File: src/rtl/sfs_pkg.sv
package sfs_pkg;

    localparam int CMD_W    = 4;
    localparam int TIME_W   = 20;
    localparam int SUM_W    = TIME_W + 1;
    localparam int PAUSE_W  = 16;
    localparam int LOOP_W   = 17;
    localparam int LOOPS_W  = 16;
    localparam int FRAME_W  = 8;
    localparam int FIDX_W   = 9;
    localparam int GROUP_W  = 9;
    localparam int STATE_W  = 2;
    localparam int MS_W     = 11;
    localparam int CFG_IDX_W = 1;

    localparam int MAX_FRAMES  = 256;
    localparam int FRAME_LIMIT = 256;
    localparam int GROUP_LIMIT = (MAX_FRAMES < FRAME_LIMIT) ? MAX_FRAMES : FRAME_LIMIT;

    localparam logic [TIME_W-1:0]  US_PER_MS      = TIME_W'(1000);
    localparam logic [TIME_W-1:0]  INTERVAL_RESET = TIME_W'(64000);
    localparam logic [GROUP_W-1:0] GROUP_RESET    = GROUP_W'(8);
    localparam logic [GROUP_W-1:0] GROUP_MAX      = GROUP_W'(GROUP_LIMIT);

    localparam logic [CFG_IDX_W-1:0] CFG_INTERVAL = 1'b0;
    localparam logic [CFG_IDX_W-1:0] CFG_GROUP    = 1'b1;

    typedef enum logic [CMD_W-1:0] {
        CMD_TICK   = 4'd0,
        CMD_PLAY   = 4'd1,
        CMD_STOP   = 4'd2,
        CMD_PAUSE  = 4'd3,
        CMD_LOOP   = 4'd4,
        CMD_LOCK   = 4'd5,
        CMD_UNLOCK = 4'd6,
        CMD_RESET  = 4'd7,
        CMD_REPLAY = 4'd8
    } t_cmd;

    typedef enum logic [STATE_W-1:0] {
        RUN_PLAY  = 2'd0,
        RUN_STOP  = 2'd1,
        RUN_PAUSE = 2'd2
    } t_run;

    typedef struct packed {
        logic busy;
        logic done;
    } t_div_stat;

endpackage

File: src/rtl/sfs_div.sv
module sfs_div (
    input  logic                        i_clk,
    input  logic                        i_rst_n,
    input  logic                        i_start,
    input  logic [sfs_pkg::SUM_W-1:0]   i_dividend,
    input  logic [sfs_pkg::TIME_W-1:0]  i_divisor,
    output sfs_pkg::t_div_stat          o_stat,
    output logic [sfs_pkg::SUM_W-1:0]   o_quotient,
    output logic [sfs_pkg::TIME_W-1:0]  o_remainder
);
    import sfs_pkg::*;

    localparam int CNT_W = $clog2(SUM_W);
    localparam logic [CNT_W-1:0] LAST = CNT_W'(SUM_W - 1);

    logic             r_busy, n_busy;
    logic             r_done, n_done;
    logic [CNT_W-1:0] r_cnt, n_cnt;
    logic [SUM_W-1:0] r_quo, n_quo;
    logic [TIME_W-1:0] r_rem, n_rem;
    logic [TIME_W-1:0] r_dvs, n_dvs;

    logic [SUM_W-1:0] trial;
    logic [SUM_W-1:0] diff;
    logic             fits;

    assign trial = {r_rem, r_quo[SUM_W-1]};
    assign fits  = trial >= {1'b0, r_dvs};
    assign diff  = trial - {1'b0, r_dvs};

    always_comb begin
        n_busy = r_busy;
        n_done = 1'b0;
        n_cnt  = r_cnt;
        n_quo  = r_quo;
        n_rem  = r_rem;
        n_dvs  = r_dvs;
        if (i_start) begin
            n_busy = 1'b1;
            n_cnt  = '0;
            n_quo  = i_dividend;
            n_rem  = '0;
            n_dvs  = i_divisor;
        end else if (r_busy) begin
            n_cnt = r_cnt + 1'b1;
            n_quo = {r_quo[SUM_W-2:0], fits};
            n_rem = fits ? diff[TIME_W-1:0] : trial[TIME_W-1:0];
            if (r_cnt == LAST) begin
                n_busy = 1'b0;
                n_done = 1'b1;
            end
        end
    end

    always_ff @(posedge i_clk) begin
        if (!i_rst_n) begin
            r_busy <= 1'b0;
            r_done <= 1'b0;
            r_cnt  <= '0;
        end else begin
            r_busy <= n_busy;
            r_done <= n_done;
            r_cnt  <= n_cnt;
        end
    end

    always_ff @(posedge i_clk) begin
        r_quo <= n_quo;
        r_rem <= n_rem;
        r_dvs <= n_dvs;
    end

    assign o_stat.busy  = r_busy;
    assign o_stat.done  = r_done;
    assign o_quotient   = r_quo;
    assign o_remainder  = r_rem;

endmodule

File: src/rtl/sprite_frame_sequencer_core.sv
// Flow: a tick while playing or paused is accepted in S_IDLE, runs in S_DIV through the
// 21-step restoring divider (remainder by the frame interval, or ms by 1000), then waits
// in S_DONE until the output register is free; other items go from S_IDLE to S_DONE.
// One item is in flight at a time: no new item is taken until the last one is committed.
// Reset: synchronous, active low; clears sequencer, timing and play state, loads defaults.
module sprite_frame_sequencer_core (
    input  logic                          i_clk,
    input  logic                          i_rst_n,
    input  logic                          i_cfg_we,
    input  logic [sfs_pkg::CFG_IDX_W-1:0] i_cfg_index,
    input  logic [sfs_pkg::TIME_W-1:0]    i_cfg_data,
    input  logic                          i_in_valid,
    output logic                          o_in_ready,
    input  logic [sfs_pkg::CMD_W-1:0]     i_command,
    input  logic [sfs_pkg::TIME_W-1:0]    i_elapsed_us,
    input  logic [sfs_pkg::PAUSE_W-1:0]   i_pause_ms,
    input  logic signed [sfs_pkg::LOOP_W-1:0] i_loop_setting,
    input  logic [sfs_pkg::FRAME_W-1:0]   i_lock_index,
    output logic                          o_out_valid,
    input  logic                          i_out_ready,
    output logic [sfs_pkg::FRAME_W-1:0]   o_current_frame,
    output logic [sfs_pkg::STATE_W-1:0]   o_play_state,
    output logic                          o_frame_advanced,
    output logic                          o_group_ended,
    output logic [sfs_pkg::FIDX_W-1:0]    o_callback_frame
);
    import sfs_pkg::*;

    typedef enum logic [2:0] {
        S_IDLE = 3'b001,
        S_DIV  = 3'b010,
        S_DONE = 3'b100
    } t_seq;

    t_seq r_state, n_state;

    logic [CMD_W-1:0]   r_cmd;
    logic [PAUSE_W-1:0] r_pause_ms;
    logic [LOOP_W-1:0]  r_loop_raw;
    logic [FRAME_W-1:0] r_lock_idx;

    logic [TIME_W-1:0]  r_interval;
    logic [GROUP_W-1:0] r_group;

    logic [TIME_W-1:0]  r_play_time, n_play_time;
    logic [FIDX_W-1:0]  r_frame, n_frame;
    t_run               r_run, n_run;
    t_run               r_saved, n_saved;
    logic               r_loop_en, n_loop_en;
    logic [LOOPS_W-1:0] r_loops, n_loops;
    logic [PAUSE_W-1:0] r_pause_left, n_pause_left;
    logic               r_lock_en, n_lock_en;
    logic [FRAME_W-1:0] r_locked, n_locked;

    logic               r_out_valid;
    logic [FRAME_W-1:0] r_out_frame;
    t_run               r_out_state;
    logic               r_out_adv;
    logic               r_out_end;
    logic [FIDX_W-1:0]  r_out_cb;

    logic               accept;
    logic               commit;
    logic               div_start;
    logic [SUM_W-1:0]   div_dividend;
    logic [TIME_W-1:0]  div_divisor;
    t_div_stat          div_stat;
    logic [SUM_W-1:0]   div_quo;
    logic [TIME_W-1:0]  div_rem;

    logic [TIME_W-1:0]  iv;
    logic [GROUP_W-1:0] group;
    logic [FIDX_W-1:0]  fi_inc;
    logic [PAUSE_W-1:0] ms;
    logic [PAUSE_W-1:0] pause_dec;
    logic               adv, ended;
    logic [FIDX_W-1:0]  cb;

    assign o_in_ready = (r_state == S_IDLE);
    assign accept     = i_in_valid && o_in_ready;
    assign commit     = (r_state == S_DONE) && (!r_out_valid || i_out_ready);

    assign iv    = (r_interval == '0) ? TIME_W'(1) : r_interval;
    assign group = (r_group == '0) ? GROUP_W'(1) :
                   ((r_group > GROUP_MAX) ? GROUP_MAX : r_group);

    assign div_start    = accept && (i_command == CMD_TICK) &&
                          (r_run == RUN_PLAY || r_run == RUN_PAUSE);
    assign div_dividend = (r_run == RUN_PLAY) ?
                          (SUM_W'(r_play_time) + SUM_W'(i_elapsed_us)) : SUM_W'(i_elapsed_us);
    assign div_divisor  = (r_run == RUN_PLAY) ? iv : US_PER_MS;

    sfs_div u_div (
        .i_clk       (i_clk),
        .i_rst_n     (i_rst_n),
        .i_start     (div_start),
        .i_dividend  (div_dividend),
        .i_divisor   (div_divisor),
        .o_stat      (div_stat),
        .o_quotient  (div_quo),
        .o_remainder (div_rem)
    );

    always_comb begin
        n_state = r_state;
        unique case (r_state)
            S_IDLE: begin
                if (accept) begin
                    n_state = div_start ? S_DIV : S_DONE;
                end
            end
            S_DIV: begin
                if (div_stat.done) begin
                    n_state = S_DONE;
                end
            end
            S_DONE: begin
                if (commit) begin
                    n_state = S_IDLE;
                end
            end
            default: n_state = S_IDLE;
        endcase
    end

    assign fi_inc    = r_frame + 1'b1;
    assign ms        = PAUSE_W'(div_quo[MS_W-1:0]);
    assign pause_dec = (r_pause_left > ms) ? (r_pause_left - ms) : '0;

    always_comb begin
        n_play_time  = r_play_time;
        n_frame      = r_frame;
        n_run        = r_run;
        n_saved      = r_saved;
        n_loop_en    = r_loop_en;
        n_loops      = r_loops;
        n_pause_left = r_pause_left;
        n_lock_en    = r_lock_en;
        n_locked     = r_locked;
        adv          = 1'b0;
        ended        = 1'b0;
        cb           = '0;
        unique case (r_cmd)
            CMD_TICK: begin
                if (r_run == RUN_PLAY) begin
                    n_play_time = div_rem;
                    if (div_quo != '0) begin
                        adv     = 1'b1;
                        cb      = fi_inc;
                        n_frame = fi_inc;
                        if (fi_inc >= group) begin
                            ended = 1'b1;
                            if (r_loop_en) begin
                                n_frame = '0;
                                if (r_loops != '0) begin
                                    n_loops = r_loops - 1'b1;
                                    if (r_loops == LOOPS_W'(1)) begin
                                        n_loop_en = 1'b0;
                                        n_run     = RUN_STOP;
                                    end
                                end
                            end else begin
                                n_frame = r_frame;
                                n_run   = RUN_STOP;
                            end
                        end
                    end
                end else if (r_run == RUN_PAUSE) begin
                    n_pause_left = pause_dec;
                    if (pause_dec == '0) begin
                        n_run = r_saved;
                    end
                end
                if (r_lock_en) begin
                    n_frame = {1'b0, r_locked};
                end
            end
            CMD_PLAY: begin
                n_saved = r_run;
                n_run   = RUN_PLAY;
            end
            CMD_STOP: begin
                n_saved = r_run;
                n_run   = RUN_STOP;
            end
            CMD_PAUSE: begin
                n_pause_left = r_pause_ms;
                n_saved      = r_run;
                n_run        = RUN_PAUSE;
            end
            CMD_LOOP: begin
                if (r_loop_raw[LOOP_W-1]) begin
                    n_loops   = '0;
                    n_run     = RUN_PLAY;
                    n_loop_en = 1'b0;
                end else begin
                    n_loops   = r_loop_raw[LOOPS_W-1:0];
                    n_loop_en = 1'b1;
                end
            end
            CMD_LOCK: begin
                n_lock_en = 1'b1;
                n_locked  = r_lock_idx;
            end
            CMD_UNLOCK: begin
                n_lock_en = 1'b0;
                n_locked  = '0;
            end
            CMD_RESET: begin
                n_play_time = '0;
                n_frame     = '0;
            end
            CMD_REPLAY: begin
                n_play_time = '0;
                n_frame     = '0;
                n_saved     = r_run;
                n_run       = RUN_PLAY;
            end
            default: begin
            end
        endcase
    end

    always_ff @(posedge i_clk) begin
        if (!i_rst_n) begin
            r_state      <= S_IDLE;
            r_interval   <= INTERVAL_RESET;
            r_group      <= GROUP_RESET;
            r_play_time  <= '0;
            r_frame      <= '0;
            r_run        <= RUN_PLAY;
            r_saved      <= RUN_PLAY;
            r_loop_en    <= 1'b1;
            r_loops      <= '0;
            r_pause_left <= '0;
            r_lock_en    <= 1'b0;
            r_locked     <= '0;
            r_out_valid  <= 1'b0;
        end else begin
            r_state <= n_state;
            if (i_cfg_we) begin
                if (i_cfg_index == CFG_INTERVAL) begin
                    r_interval <= i_cfg_data;
                end else begin
                    r_group <= i_cfg_data[GROUP_W-1:0];
                end
            end
            if (commit) begin
                r_play_time  <= n_play_time;
                r_frame      <= n_frame;
                r_run        <= n_run;
                r_saved      <= n_saved;
                r_loop_en    <= n_loop_en;
                r_loops      <= n_loops;
                r_pause_left <= n_pause_left;
                r_lock_en    <= n_lock_en;
                r_locked     <= n_locked;
            end
            if (commit) begin
                r_out_valid <= 1'b1;
            end else if (i_out_ready) begin
                r_out_valid <= 1'b0;
            end
        end
    end

    always_ff @(posedge i_clk) begin
        if (accept) begin
            r_cmd      <= i_command;
            r_pause_ms <= i_pause_ms;
            r_loop_raw <= i_loop_setting;
            r_lock_idx <= i_lock_index;
        end
        if (commit) begin
            r_out_frame <= n_frame[FRAME_W-1:0];
            r_out_state <= n_run;
            r_out_adv   <= adv;
            r_out_end   <= ended;
            r_out_cb    <= cb;
        end
    end

    assign o_out_valid      = r_out_valid;
    assign o_current_frame  = r_out_frame;
    assign o_play_state     = r_out_state;
    assign o_frame_advanced = r_out_adv;
    assign o_group_ended    = r_out_end;
    assign o_callback_frame = r_out_cb;

    a_busy_in_div: assert property (@(posedge i_clk) disable iff (!i_rst_n)
        div_stat.busy |-> r_state == S_DIV)
        else $error("divider busy outside divide phase");

    a_one_item: assert property (@(posedge i_clk) disable iff (!i_rst_n)
        accept |=> !o_in_ready)
        else $error("second item taken while one is in flight");

    a_cb_nonzero: assert property (@(posedge i_clk) disable iff (!i_rst_n)
        o_out_valid && o_frame_advanced |-> o_callback_frame != '0)
        else $error("advance reported with zero callback frame");

    a_end_needs_adv: assert property (@(posedge i_clk) disable iff (!i_rst_n)
        o_out_valid && o_group_ended |-> o_frame_advanced)
        else $error("group end without frame advance");

endmodule

File: config.mk
export PLATFORM = sky130hd
export DESIGN_NAME = sprite_frame_sequencer_core
export DESIGN_NICKNAME = d
export VERILOG_FILES = /design/src/rtl/sfs_pkg.sv /design/src/rtl/sfs_div.sv /design/src/rtl/sprite_frame_sequencer_core.sv
export SDC_FILE = /design/constraint.sdc
export NUM_CORES = 1
export LEC_CHECK = 0
export BUFFER_PORTS_ARGS = -buffer_cell sky130_fd_sc_hd__buf_2
export CORE_ASPECT_RATIO = 1.1
export CORE_MARGIN = 3
export CORE_UTILIZATION = 40
export CTS_CLUSTER_SIZE = 30
export DETAILED_ROUTE_END_ITERATION = 10
export GPL_ROUTABILITY_DRIVEN = 1
export SLEW_MARGIN = 5
export SYNTH_ARGS = -nofsm -noshare
export SYNTH_HDL_FRONTEND = slang
export SYNTH_HIERARCHICAL = 1
export SYNTH_SLANG_ARGS = --single-unit
File: constraint.sdc
create_clock -name i_clk -period 4.7 [get_ports i_clk]
set_input_delay 0.47 -clock i_clk [delete_from_list [all_inputs] [get_ports i_clk]]
set_output_delay 0.47 -clock i_clk [all_outputs]
set_load 0.05 [all_outputs]
==> run_summary.xml, run 1 <==
<?xml version="1.0" encoding="UTF-8"?>
<metrics>
  <group name="placement">
    <metric name="place_hpwl" unit="um">24240</metric>
    <metric name="detailedPlace.worstSlack" unit="ns">0.8571</metric>
    <metric name="place.gp.congestion" unit="">0.8935</metric>
    <metric name="buffer_ports.inserted" unit="">113</metric>
  </group>
  <group name="cells_and_area">
    <metric name="area_growth_syn_to_layout" unit="%">13.75</metric>
    <metric name="diodes" unit="">0</metric>
    <metric name="most-common-layout-cells" unit="">nand2_1 (219), dfxtp_1 (135), buf_2 (113), edfxtp_1 (107), nor2_1 (86)</metric>
    <metric name="commonest_non_fill_non_tap_cell_in_the_layout" unit="">nand2_1</metric>
    <metric name="layout-drive-gt1-share" unit="">0.1422</metric>
    <metric name="num-nets-final" unit="">1719</metric>
  </group>
  <group name="floorplanning">
    <metric name="die_area" unit="sq um">36050</metric>
    <metric name="floorplan.rows" unit="">70</metric>
    <metric name="num_io_pins" unit="">114</metric>
    <metric name="dieHeight" unit="um">198.8</metric>
    <metric name="die_w" unit="um">181.3</metric>
    <metric name="starting_density" unit="">0.4063</metric>
    <metric name="core_area" unit="sq um">33280</metric>
  </group>
  <group name="synth">
    <metric name="synthesis.instances" unit="">1475</metric>
    <metric name="synth.cell_area" unit="sq um">13520</metric>
    <metric name="yosysWarningCount" unit="">6</metric>
    <metric name="synth.avg_cell_area" unit="sq um">9.168</metric>
    <metric name="syn_nets" unit="">1634</metric>
  </group>
  <group name="drt">
    <metric name="detail_route.vias_per_cell" unit="">5.477</metric>
    <metric name="route.vias.total" unit="">11030</metric>
    <metric name="drc" unit="">0</metric>
    <metric name="drt_iter0_markers" unit="">676</metric>
    <metric name="route.antenna.remaining_nets" unit="">0</metric>
    <metric name="drt-pass1-iter-count" unit="">5</metric>
    <metric name="avgRoutedWirePerCell" unit="um">16.44</metric>
    <metric name="routed_wl" unit="um">33100</metric>
  </group>
  <group name="timing">
    <metric name="worstMarginPinSlew" unit="ns">1.237</metric>
    <metric name="final_hold_viol_count" unit="">0</metric>
    <metric name="finalSetupViolations" unit="">0</metric>
    <metric name="minimum_setup_slack_in_the_final_design" unit="ns">0.8385</metric>
    <metric name="report.final.slew_viol_count" unit="">0</metric>
    <metric name="min_period" unit="ns">3.861</metric>
    <metric name="finalCritPeriodShare" unit="">0.8216</metric>
    <metric name="grt_setup_unrepaired" unit="">no</metric>
    <metric name="worst_slew_margin_rel" unit="">0.1734</metric>
    <metric name="totalNegativeSetupSlack" unit="ns">0</metric>
    <metric name="maxClockFrequency" unit="MHz">259.0</metric>
    <metric name="finClkSkew" unit="ns">0.01631</metric>
  </group>
  <group name="worst_hold_path">
    <metric name="worstHoldPathCells" unit="">1</metric>
    <metric name="holdCritStartpoint" unit="">i_lock_index[5]</metric>
    <metric name="timing.hold.worst_endpoint" unit="">r_lock_idx[5]$_DFFE_PP_</metric>
    <metric name="hold_class" unit="">in -&gt; reg</metric>
  </group>
  <group name="cts">
    <metric name="postCtsResizedCells" unit="">0</metric>
    <metric name="tritoncts" unit="">yes</metric>
    <metric name="clkSinkCount" unit="">242</metric>
    <metric name="cts-hold-fix-buffers" unit="">0</metric>
    <metric name="clock_tree.htree_level_count" unit="">1</metric>
    <metric name="clkTransAtPathRegs" unit="ns">0.06</metric>
    <metric name="cts.path.max_buffers" unit="">3</metric>
    <metric name="cts_setup_buffers" unit="">0</metric>
    <metric name="tritoncts.num_buffers" unit="">28</metric>
    <metric name="cts_root_buffer" unit="">clkbuf_16</metric>
    <metric name="clock_insertion_delay_worst_skew" unit="ns">0.55</metric>
  </group>
  <group name="critical_path">
    <metric name="setup.worst_path.class" unit="">reg -&gt; reg</metric>
    <metric name="timing.reg2reg.worst_path_depth" unit="">13</metric>
    <metric name="critical_path.reg2reg.endpoint" unit="">o_current_frame[2]$_DFFE_PP_</metric>
    <metric name="cp-end-kind" unit="">flip-flop</metric>
    <metric name="path_max_fanout" unit="">9</metric>
    <metric name="setup.reg_to_reg.worst_slack" unit="ns">0.84</metric>
    <metric name="cp_data_arrival_time" unit="ns">4.17</metric>
    <metric name="worstReg2RegStart" unit="">r_frame[0]$_SDFFE_PN0P_</metric>
    <metric name="critical_path_source_type" unit="">flip-flop</metric>
    <metric name="worst-endpoint-required" unit="ns">5.01</metric>
  </group>
  <group name="run">
    <metric name="max_cap_violations" unit="">0</metric>
  </group>
  <group name="global_routing">
    <metric name="pin_count_of_the_biggest_net_entering_global_routing" unit="">62</metric>
    <metric name="antenna_violations_before_repair" unit="">0</metric>
    <metric name="grt_util_all_layers" unit="">0.1776</metric>
    <metric name="grt_pass1_vias" unit="">10527</metric>
    <metric name="grt_first_pass_wirelength" unit="um">52990</metric>
    <metric name="grt_remaining_overflow" unit="">0</metric>
  </group>
  <group name="status">
    <metric name="outcome" unit="">completed</metric>
  </group>
  <group name="power">
    <metric name="p_leak" unit="nW">6.131</metric>
    <metric name="pwr_density_cell" unit="nW/um^2">394.8</metric>
    <metric name="max-vdd-ir-drop" unit="mV">0.2580</metric>
  </group>
</metrics>
[state kept, by name, indices dropped and copies added, names as in the netlist, 5 cells and up]
name and cells:
u_div/o_quotient 21, r_interval 20, r_play_time 20, u_div/o_remainder 20, u_div/r_dvs 20, r_loop_raw 17, r_loops 16, r_pause_left 16
r_pause_ms 16, o_callback_frame 9, r_frame 9, r_group 9, o_current_frame 8, r_lock_idx 8, r_locked 8, u_div/r_cnt 5
[per-layer routing]
metal,GRT usage,wire length (um),vias up
met1,0.2334,15150,5224
met3,0.02231,1356,53
met4,0.05869,883,0
met5,0,0,-
met2,0.3052,15720,236
li1,-,-,5517
[how the worst max path moves through the flow]
stage	startpoint	endpoint	slack, ns	cells past startpoint
after detailed placement	r_frame[0]$_SDFFE_PN0P_	o_current_frame[2]$_DFFE_PP_	0.86	13
after floorplan	r_state[0]$_SDFFE_PN1P_	u_div/o_quotient[0]$_DFFE_PP_	0.06	8
after global placement	r_frame[0]$_SDFFE_PN0P_	o_current_frame[2]$_DFFE_PP_	0.90	13
after global routing	r_frame[0]$_SDFFE_PN0P_	o_current_frame[2]$_DFFE_PP_	0.45	13
after CTS	r_frame[0]$_SDFFE_PN0P_	o_current_frame[2]$_DFFE_PP_	0.85	13
final	r_frame[0]$_SDFFE_PN0P_	o_current_frame[2]$_DFFE_PP_	0.84	13
[cell type report]
| cell class | count | area [sq um] |
|---|---|---|
| Inverter | 64 | 240.2 |
| Clock buffer | 33 | 739.5 |
| Tap cell | 432 | 540.5 |
| Sequential cell | 242 | 5916 |
| Fill cell | 3240 | 17900 |
| Multi-Input combinational cell | 1096 | 7054 |
| Timing Repair Buffer | 128 | 678.2 |
| Clock inverter | 19 | 214.0 |
[power by group]
part           internal, mW  switching [mW]
clock network          1.35           0.882
logic                 0.548           0.801
registers              2.34           0.153
[through the flow]
step,utilization,cell area (sq um),hold WS (ns),instances,power (mW)
after detailed placement,0.4335,14430,0.4599,1962,3.878
after CTS,0.4622,15380,0.05700,2014,6.135
after global routing,0.4622,15380,0.05741,2014,6.392
after global placement,0.4335,14430,0.4543,1962,3.865
final,0.4622,15380,0.09091,2014,6.073
after floorplan,-,13530,0.4410,1475,3.536
[critical path: stages (launching register included)]
cell	delay [ns]
dfxtp_1	0.49
ha_1	0.28
nand3_1	0.16
nor2_1	0.14
nand3_1	0.10
xnor2_1	0.19
ha_1	0.27
a211oi_1	0.25
nand2_1	0.09
o32ai_2	0.58
o21ai_1	0.33
o21bai_1	0.24
a211o_1	0.31
a22o_1	0.19
Note: power is estimated with default switching activity, not from simulation.
==> run 2: changes to the inputs <==
==> constraint.sdc (replaced) <==
create_clock -name i_clk -period 3.9 [get_ports i_clk]
set_input_delay 0.39 -clock i_clk [delete_from_list [all_inputs] [get_ports i_clk]]
set_output_delay 0.39 -clock i_clk [all_outputs]
set_load 0.05 [all_outputs]
==> run_summary.xml, run 2 (synthesis gave the netlist of run 1 again) <==
<?xml version="1.0" encoding="UTF-8"?>
<metrics>
  <group name="timing">
    <metric name="final_hold_viol_count" unit="">0</metric>
    <metric name="hold-worst-slack" unit="ns">0.02994</metric>
    <metric name="worst_slew_margin_rel" unit="">0.2369</metric>
    <metric name="worstMarginPinSlew" unit="ns">1.142</metric>
    <metric name="totalNegativeSetupSlack" unit="ns">0</metric>
    <metric name="finClkSkew" unit="ns">0.01569</metric>
    <metric name="finalCritPeriodShare" unit="">0.8994</metric>
    <metric name="min_period" unit="ns">3.508</metric>
    <metric name="grt_setup_unrepaired" unit="">no</metric>
    <metric name="report.final.slew_viol_count" unit="">0</metric>
    <metric name="finalSetupViolations" unit="">0</metric>
    <metric name="maxClockFrequency" unit="MHz">285.1</metric>
  </group>
  <group name="power">
    <metric name="max-vdd-ir-drop" unit="mV">0.3028</metric>
    <metric name="pwr_density_cell" unit="nW/um^2">479.3</metric>
    <metric name="p_leak" unit="nW">6.172</metric>
  </group>
  <group name="floorplanning">
    <metric name="die_w" unit="um">181.3</metric>
    <metric name="dieHeight" unit="um">198.8</metric>
    <metric name="starting_density" unit="">0.4063</metric>
    <metric name="num_io_pins" unit="">114</metric>
    <metric name="core_area" unit="sq um">33280</metric>
    <metric name="floorplan.rows" unit="">70</metric>
    <metric name="die_area" unit="sq um">36050</metric>
  </group>
  <group name="global_routing">
    <metric name="antenna_violations_before_repair" unit="">0</metric>
    <metric name="grt_util_all_layers" unit="">0.1794</metric>
    <metric name="grt.met3_usage" unit="">0.02524</metric>
    <metric name="grt_first_pass_wirelength" unit="um">54030</metric>
    <metric name="grt_remaining_overflow" unit="">0</metric>
    <metric name="grt_pass1_vias" unit="">10677</metric>
    <metric name="pin_count_of_the_biggest_net_entering_global_routing" unit="">46</metric>
    <metric name="fraction_of_met2_tracks_used_by_global_routing" unit="">0.3122</metric>
    <metric name="grtUsageMet1" unit="">0.2355</metric>
    <metric name="gr-max-usage-layer" unit="">met2</metric>
  </group>
  <group name="critical_path">
    <metric name="setup.reg_to_reg.worst_slack" unit="ns">0.39</metric>
    <metric name="critical_path_source_type" unit="">flip-flop</metric>
    <metric name="cp-end-kind" unit="">flip-flop</metric>
    <metric name="critical_path.reg2reg.endpoint" unit="">r_loops[12]$_SDFFE_PN0P_</metric>
    <metric name="timing.reg2reg.worst_path_depth" unit="">14</metric>
    <metric name="worstReg2RegStart" unit="">r_frame[1]$_SDFFE_PN0P_</metric>
    <metric name="setup.worst_path.class" unit="">reg -&gt; reg</metric>
    <metric name="crit_chain" unit="">ha_1 &gt; nand3_1 &gt; or3_1 &gt; nand2_1 &gt; ha_1 &gt; nand2_1 &gt; nor3_1 &gt; o32ai_2 &gt; buf_4 &gt; a2111oi_4 &gt; nand2_4 &gt; o21ai_0 &gt; o21ai_0 &gt; and2_1</metric>
    <metric name="cp_data_arrival_time" unit="ns">3.93</metric>
    <metric name="path_max_fanout" unit="">31</metric>
    <metric name="crit_path_top_delay_cell" unit="">a2111oi_4</metric>
    <metric name="cp-startpoint" unit="">r_frame[1]$_SDFFE_PN0P_</metric>
    <metric name="slowest_delay" unit="ns">0.50</metric>
    <metric name="endpoint" unit="">r_loops[12]$_SDFFE_PN0P_</metric>
    <metric name="worst-endpoint-required" unit="ns">4.32</metric>
  </group>
  <group name="cells_and_area">
    <metric name="most-common-layout-cells" unit="">nand2_1 (219), dfxtp_1 (135), buf_2 (113), edfxtp_1 (107), nor2_1 (86)</metric>
    <metric name="filler_cell_count" unit="">3233</metric>
    <metric name="num-nets-final" unit="">1724</metric>
    <metric name="area_growth_syn_to_layout" unit="%">14.24</metric>
    <metric name="finish.instance_area" unit="sq um">15450</metric>
    <metric name="largest_register_ffs" unit="">21</metric>
    <metric name="diodes" unit="">0</metric>
    <metric name="layout.cells.non_filler" unit="">2018</metric>
    <metric name="layout-drive-gt1-share" unit="">0.1456</metric>
    <metric name="commonest_non_fill_non_tap_cell_in_the_layout" unit="">nand2_1</metric>
  </group>
  <group name="cts">
    <metric name="clock_insertion_delay_worst_skew" unit="ns">0.54</metric>
    <metric name="tritoncts.num_buffers" unit="">27</metric>
    <metric name="cts_root_buffer" unit="">clkbuf_16</metric>
    <metric name="cts.path.max_buffers" unit="">3</metric>
    <metric name="clkTransAtPathRegs" unit="ns">0.06</metric>
    <metric name="clkSinkCount" unit="">242</metric>
    <metric name="tritoncts" unit="">yes</metric>
    <metric name="clock_tree.htree_level_count" unit="">1</metric>
    <metric name="cts_setup_buffers" unit="">0</metric>
    <metric name="cts-hold-fix-buffers" unit="">0</metric>
  </group>
  <group name="placement">
    <metric name="place_hpwl" unit="um">24850</metric>
    <metric name="buffer_ports.inserted" unit="">113</metric>
    <metric name="placedCellCount" unit="">1968</metric>
    <metric name="place.gp.congestion" unit="">0.8943</metric>
    <metric name="placement.cell_area" unit="sq um">14480</metric>
  </group>
  <group name="drt">
    <metric name="drc" unit="">0</metric>
    <metric name="route.vias.total" unit="">11008</metric>
    <metric name="drt-pass1-iter-count" unit="">5</metric>
    <metric name="avgRoutedWirePerCell" unit="um">16.57</metric>
    <metric name="routed_wl" unit="um">33450</metric>
    <metric name="detail_route.vias_per_cell" unit="">5.455</metric>
    <metric name="route.antenna.remaining_nets" unit="">0</metric>
    <metric name="drt_iter0_markers" unit="">712</metric>
  </group>
  <group name="status">
    <metric name="outcome" unit="">completed</metric>
  </group>
  <group name="worst_hold_path">
    <metric name="hold_class" unit="">in -&gt; reg</metric>
  </group>
  <group name="run">
    <metric name="max_cap_violations" unit="">0</metric>
  </group>
</metrics>
[run 2: cell count changes in the layout (fill, tap and decap cells not counted), moves of 2 or more]
cell and change:
buf_4 +6, clkbuf_1 +3, clkinv_1 -4, clkbuf_8 +2
[run 2: stage by stage]
step                utilization  setup WS (ns)  power (mW)
detailed placement       0.4351         0.3483       4.704
finish                   0.4642         0.3924       7.404
global route             0.4642        0.05795       7.795
CTS                      0.4642         0.3328       7.470
global placement         0.4351         0.5296       4.674
floorplan                     -         0.2072       4.262
[run 2: final cells by class]
class / instances / area [sq um] / share of cell area
clock buffer: 38 / 778.2 / 0.05038
clock inverter: 12 / 190.2 / 0.01231
inverter: 64 / 240.2 / 0.01555
multi-input combinational: 1096 / 7061 / 0.4570
sequential: 242 / 5916 / 0.3829
tap: 432 / 540.5 / 0.03499
timing repair buffer: 134 / 723.2 / 0.04681
[run 2: metal layers]
metal / vias up / part of all wire
met1: 5214 / 0.45
met4: 0 / 0.021
li1: 5537 / -
met2: 209 / 0.48
met3: 48 / 0.043
met5: - / 0
[run 2: worst min path at each step]
| stage | from | endpoint | slack, ns | depth (start not counted) |
|---|---|---|---|---|
| floorplan | r_locked[2]$_SDFFE_PN0P_ | r_locked[2]$_SDFFE_PN0P_ | 0.44 | 2 |
| detailed placement | r_locked[1]$_SDFFE_PN0P_ | r_locked[1]$_SDFFE_PN0P_ | 0.46 | 2 |
| global placement | r_locked[6]$_SDFFE_PN0P_ | r_locked[6]$_SDFFE_PN0P_ | 0.45 | 2 |
| CTS | i_lock_index[5] | r_lock_idx[5]$_DFFE_PP_ | 0.001 | 1 |
| global route | i_pause_ms[9] | r_pause_ms[9]$_DFFE_PP_ | 0.009 | 1 |
| finish | i_lock_index[5] | r_lock_idx[5]$_DFFE_PP_ | 0.03 | 1 |
[run 2: power breakdown]
part,leakage (nW),switching [mW],total (mW),internal (mW)
combinational,3.58,0.974,1.65,0.673
clock,0.473,1.03,2.75,1.72
sequential,2.12,0.188,3.01,2.82
total,6.17,2.19,7.40,5.21
[run 2: repair_timing]
action | CTS | global route
endpoints found under the hold margin | 0 | 0
setup endpoints to repair | 0 | 2
gates resized for setup | 0 | 1
[run 2: worst max-delay path, delay by kind of cell (launching register included)]
kind / cells / cell delay, ns
and+or+nand+nor: 7 / 1.42
AOI/OAI and AO/OA: 4 / 0.96
DFF: 1 / 0.42
adders and majority gates: 2 / 0.39
buffers and inverters: 1 / 0.18
==> run 3: changes to the inputs <==
--- a/config.mk
+++ b/config.mk
@@ -12,6 +12,7 @@
 export CTS_CLUSTER_SIZE = 30
 export DETAILED_ROUTE_END_ITERATION = 10
 export GPL_ROUTABILITY_DRIVEN = 1
+export PLACE_DENSITY_LB_ADDON = 0.12
 export SLEW_MARGIN = 5
 export SYNTH_ARGS = -nofsm -noshare
 export SYNTH_HDL_FRONTEND = slang
==> run_summary.xml, run 3 (synthesis gave the netlist of run 1 again) <==
<?xml version="1.0" encoding="UTF-8"?>
<metrics>
  <group name="timing">
    <metric name="finalSetupViolations" unit="">0</metric>
    <metric name="worst_slew_margin_rel" unit="">0.1913</metric>
    <metric name="finClkSkew" unit="ns">0.01539</metric>
    <metric name="maxClockFrequency" unit="MHz">283.8</metric>
    <metric name="grt_setup_unrepaired" unit="">no</metric>
    <metric name="final_hold_viol_count" unit="">0</metric>
    <metric name="minimum_setup_slack_in_the_final_design" unit="ns">0.3768</metric>
    <metric name="finalCritPeriodShare" unit="">0.9034</metric>
    <metric name="totalNegativeSetupSlack" unit="ns">0</metric>
    <metric name="min_period" unit="ns">3.523</metric>
    <metric name="worstMarginPinSlew" unit="ns">1.210</metric>
    <metric name="report.final.slew_viol_count" unit="">0</metric>
  </group>
  <group name="floorplanning">
    <metric name="num_io_pins" unit="">114</metric>
    <metric name="floorplan.rows" unit="">70</metric>
    <metric name="starting_density" unit="">0.4063</metric>
    <metric name="die_w" unit="um">181.3</metric>
    <metric name="die_area" unit="sq um">36050</metric>
    <metric name="core_area" unit="sq um">33280</metric>
    <metric name="dieHeight" unit="um">198.8</metric>
  </group>
  <group name="global_routing">
    <metric name="grt_first_pass_wirelength" unit="um">54510</metric>
    <metric name="pin_count_of_the_biggest_net_entering_global_routing" unit="">46</metric>
    <metric name="grt_pass1_vias" unit="">10740</metric>
    <metric name="grt_remaining_overflow" unit="">0</metric>
    <metric name="antenna_violations_before_repair" unit="">1</metric>
    <metric name="grt_util_all_layers" unit="">0.1819</metric>
  </group>
  <group name="critical_path">
    <metric name="cp-end-kind" unit="">flip-flop</metric>
    <metric name="crit_path_top_delay_cell" unit="">a2111oi_4</metric>
    <metric name="path_max_fanout" unit="">31</metric>
    <metric name="crit_top_cell" unit="">o21ai_0</metric>
    <metric name="setup.worst_path.class" unit="">reg -&gt; reg</metric>
    <metric name="cp_data_arrival_time" unit="ns">3.95</metric>
    <metric name="worst-endpoint-required" unit="ns">4.33</metric>
    <metric name="slowest_delay" unit="ns">0.47</metric>
    <metric name="crit_chain" unit="">ha_1 &gt; nand3_1 &gt; o21ai_0 &gt; nand2_1 &gt; ha_1 &gt; nand2_1 &gt; nor3_1 &gt; o32ai_2 &gt; buf_4 &gt; a2111oi_4 &gt; nand2_4 &gt; o21ai_0 &gt; o21ai_0 &gt; and2_1</metric>
    <metric name="critical_path_source_type" unit="">flip-flop</metric>
  </group>
  <group name="cts">
    <metric name="cts_setup_buffers" unit="">0</metric>
    <metric name="tritoncts" unit="">yes</metric>
    <metric name="cts_root_buffer" unit="">clkbuf_16</metric>
    <metric name="clock_tree.htree_level_count" unit="">1</metric>
    <metric name="clkSinkCount" unit="">242</metric>
    <metric name="postCtsResizedCells" unit="">0</metric>
    <metric name="clkTransAtPathRegs" unit="ns">0.06</metric>
    <metric name="clock_insertion_delay_worst_skew" unit="ns">0.54</metric>
    <metric name="cts.path.max_buffers" unit="">3</metric>
    <metric name="tritoncts.num_buffers" unit="">27</metric>
  </group>
  <group name="worst_hold_path">
    <metric name="hold_class" unit="">in -&gt; reg</metric>
  </group>
  <group name="power">
    <metric name="pwr_density_cell" unit="nW/um^2">466.7</metric>
    <metric name="max-vdd-ir-drop" unit="mV">0.2805</metric>
    <metric name="design_power_total" unit="mW">7.221</metric>
    <metric name="p_leak" unit="nW">6.182</metric>
  </group>
  <group name="drt">
    <metric name="routed_wl" unit="um">33820</metric>
    <metric name="avgRoutedWirePerCell" unit="um">16.69</metric>
    <metric name="drt_iter0_markers" unit="">628</metric>
    <metric name="detail_route.vias_per_cell" unit="">5.427</metric>
    <metric name="route.vias.total" unit="">11000</metric>
    <metric name="drt-pass1-iter-count" unit="">5</metric>
    <metric name="route.antenna.remaining_nets" unit="">0</metric>
    <metric name="drc" unit="">0</metric>
  </group>
  <group name="placement">
    <metric name="detailedPlace.worstSlack" unit="ns">0.3904</metric>
    <metric name="buffer_ports.inserted" unit="">113</metric>
    <metric name="placement.cell_area" unit="sq um">14500</metric>
    <metric name="place.gp.congestion" unit="">0.8885</metric>
    <metric name="place_hpwl" unit="um">25060</metric>
  </group>
  <group name="cells_and_area">
    <metric name="num-nets-final" unit="">1734</metric>
    <metric name="filler_cell_count" unit="">3280</metric>
    <metric name="finalCoreUtilization" unit="">0.4649</metric>
    <metric name="diodes" unit="">0</metric>
    <metric name="layout-drive-gt1-share" unit="">0.1467</metric>
    <metric name="area_growth_syn_to_layout" unit="%">14.41</metric>
    <metric name="commonest_non_fill_non_tap_cell_in_the_layout" unit="">nand2_1</metric>
    <metric name="largest_register_ffs" unit="">21</metric>
    <metric name="finish.instance_area" unit="sq um">15470</metric>
    <metric name="most-common-layout-cells" unit="">nand2_1 (219), dfxtp_1 (135), buf_2 (113), edfxtp_1 (107), nor2_1 (86)</metric>
  </group>
  <group name="run">
    <metric name="max_cap_violations" unit="">0</metric>
  </group>
  <group name="status">
    <metric name="outcome" unit="">completed</metric>
  </group>
</metrics>
## run 3: cell types whose count changed in the layout (fill, tap and decap cells not counted), sizes merged
cell	delta
clkinvlp	+1
buf	+3
dlygate4sd3	+7
bufinv	-3
clkinv	+1
## run 3: repair_timing
action / 4_1_cts / 5_1_grt
setup endpoints to repair: 0 / 0
hold buffers: 7 / 0
endpoints found under the hold margin: 7 / 0
## run 3: final timing paths
| check | start | endpoint | slack, ns | cells after the start |
|---|---|---|---|---|
| max | r_frame[1]$_SDFFE_PN0P_ | r_loops[3]$_SDFFE_PN0P_ | 0.38 | 14 |
| min | i_pause_ms[0] | r_pause_ms[0]$_DFFE_PP_ | 0.03 | 1 |
| max reg2reg | r_frame[1]$_SDFFE_PN0P_ | r_loops[3]$_SDFFE_PN0P_ | 0.38 | 14 |
| min reg2reg | r_locked[4]$_SDFFE_PN0P_ | r_locked[4]$_SDFFE_PN0P_ | 0.46 | 2 |
## run 3: layer usage
metal  part of all wire  global-route usage
met5            0.00038                   0
met1               0.47              0.2444
met4              0.023             0.05389
met2               0.47              0.3049
met3              0.040             0.02835
## run 3: final cells by class
cell class | count | area, sq um | share of cell area
Multi-Input combinational cell | 1096 | 7061 | 0.4564
Sequential cell | 242 | 5916 | 0.3824
Timing Repair Buffer | 144 | 815.8 | 0.05273
Clock buffer | 38 | 788.3 | 0.05095
Tap cell | 432 | 540.5 | 0.03494
Inverter | 64 | 240.2 | 0.01553
Clock inverter | 11 | 110.1 | 0.007117
## run 3: through the flow
stage	cells	hold WS (ns)
after detailed placement	1971	0.4555
after global routing	2027	0.001763
after global placement	1971	0.4544
after floorplan	1475	0.4410
final	2027	0.02670
after CTS	2027	0.0003024
## run 3: report_power, final
group | internal [mW] | leakage (nW) | total, mW | switching, mW
sequential | 2.82 | 2.12 | 3.01 | 0.189
clock | 1.54 | 0.441 | 2.57 | 1.03
combinational | 0.678 | 3.62 | 1.65 | 0.967
## run 3: critical path: cells and delay by family, from the launching register on
kind / cells / cell delay [ns]
AND/OR/NAND/NOR: 6 / 1.02
buffers and inverters: 1 / 0.18
adder cells (fa/ha/maj): 2 / 0.57
AO/OA/AOI/OAI: 5 / 1.23
flip-flops: 1 / 0.42
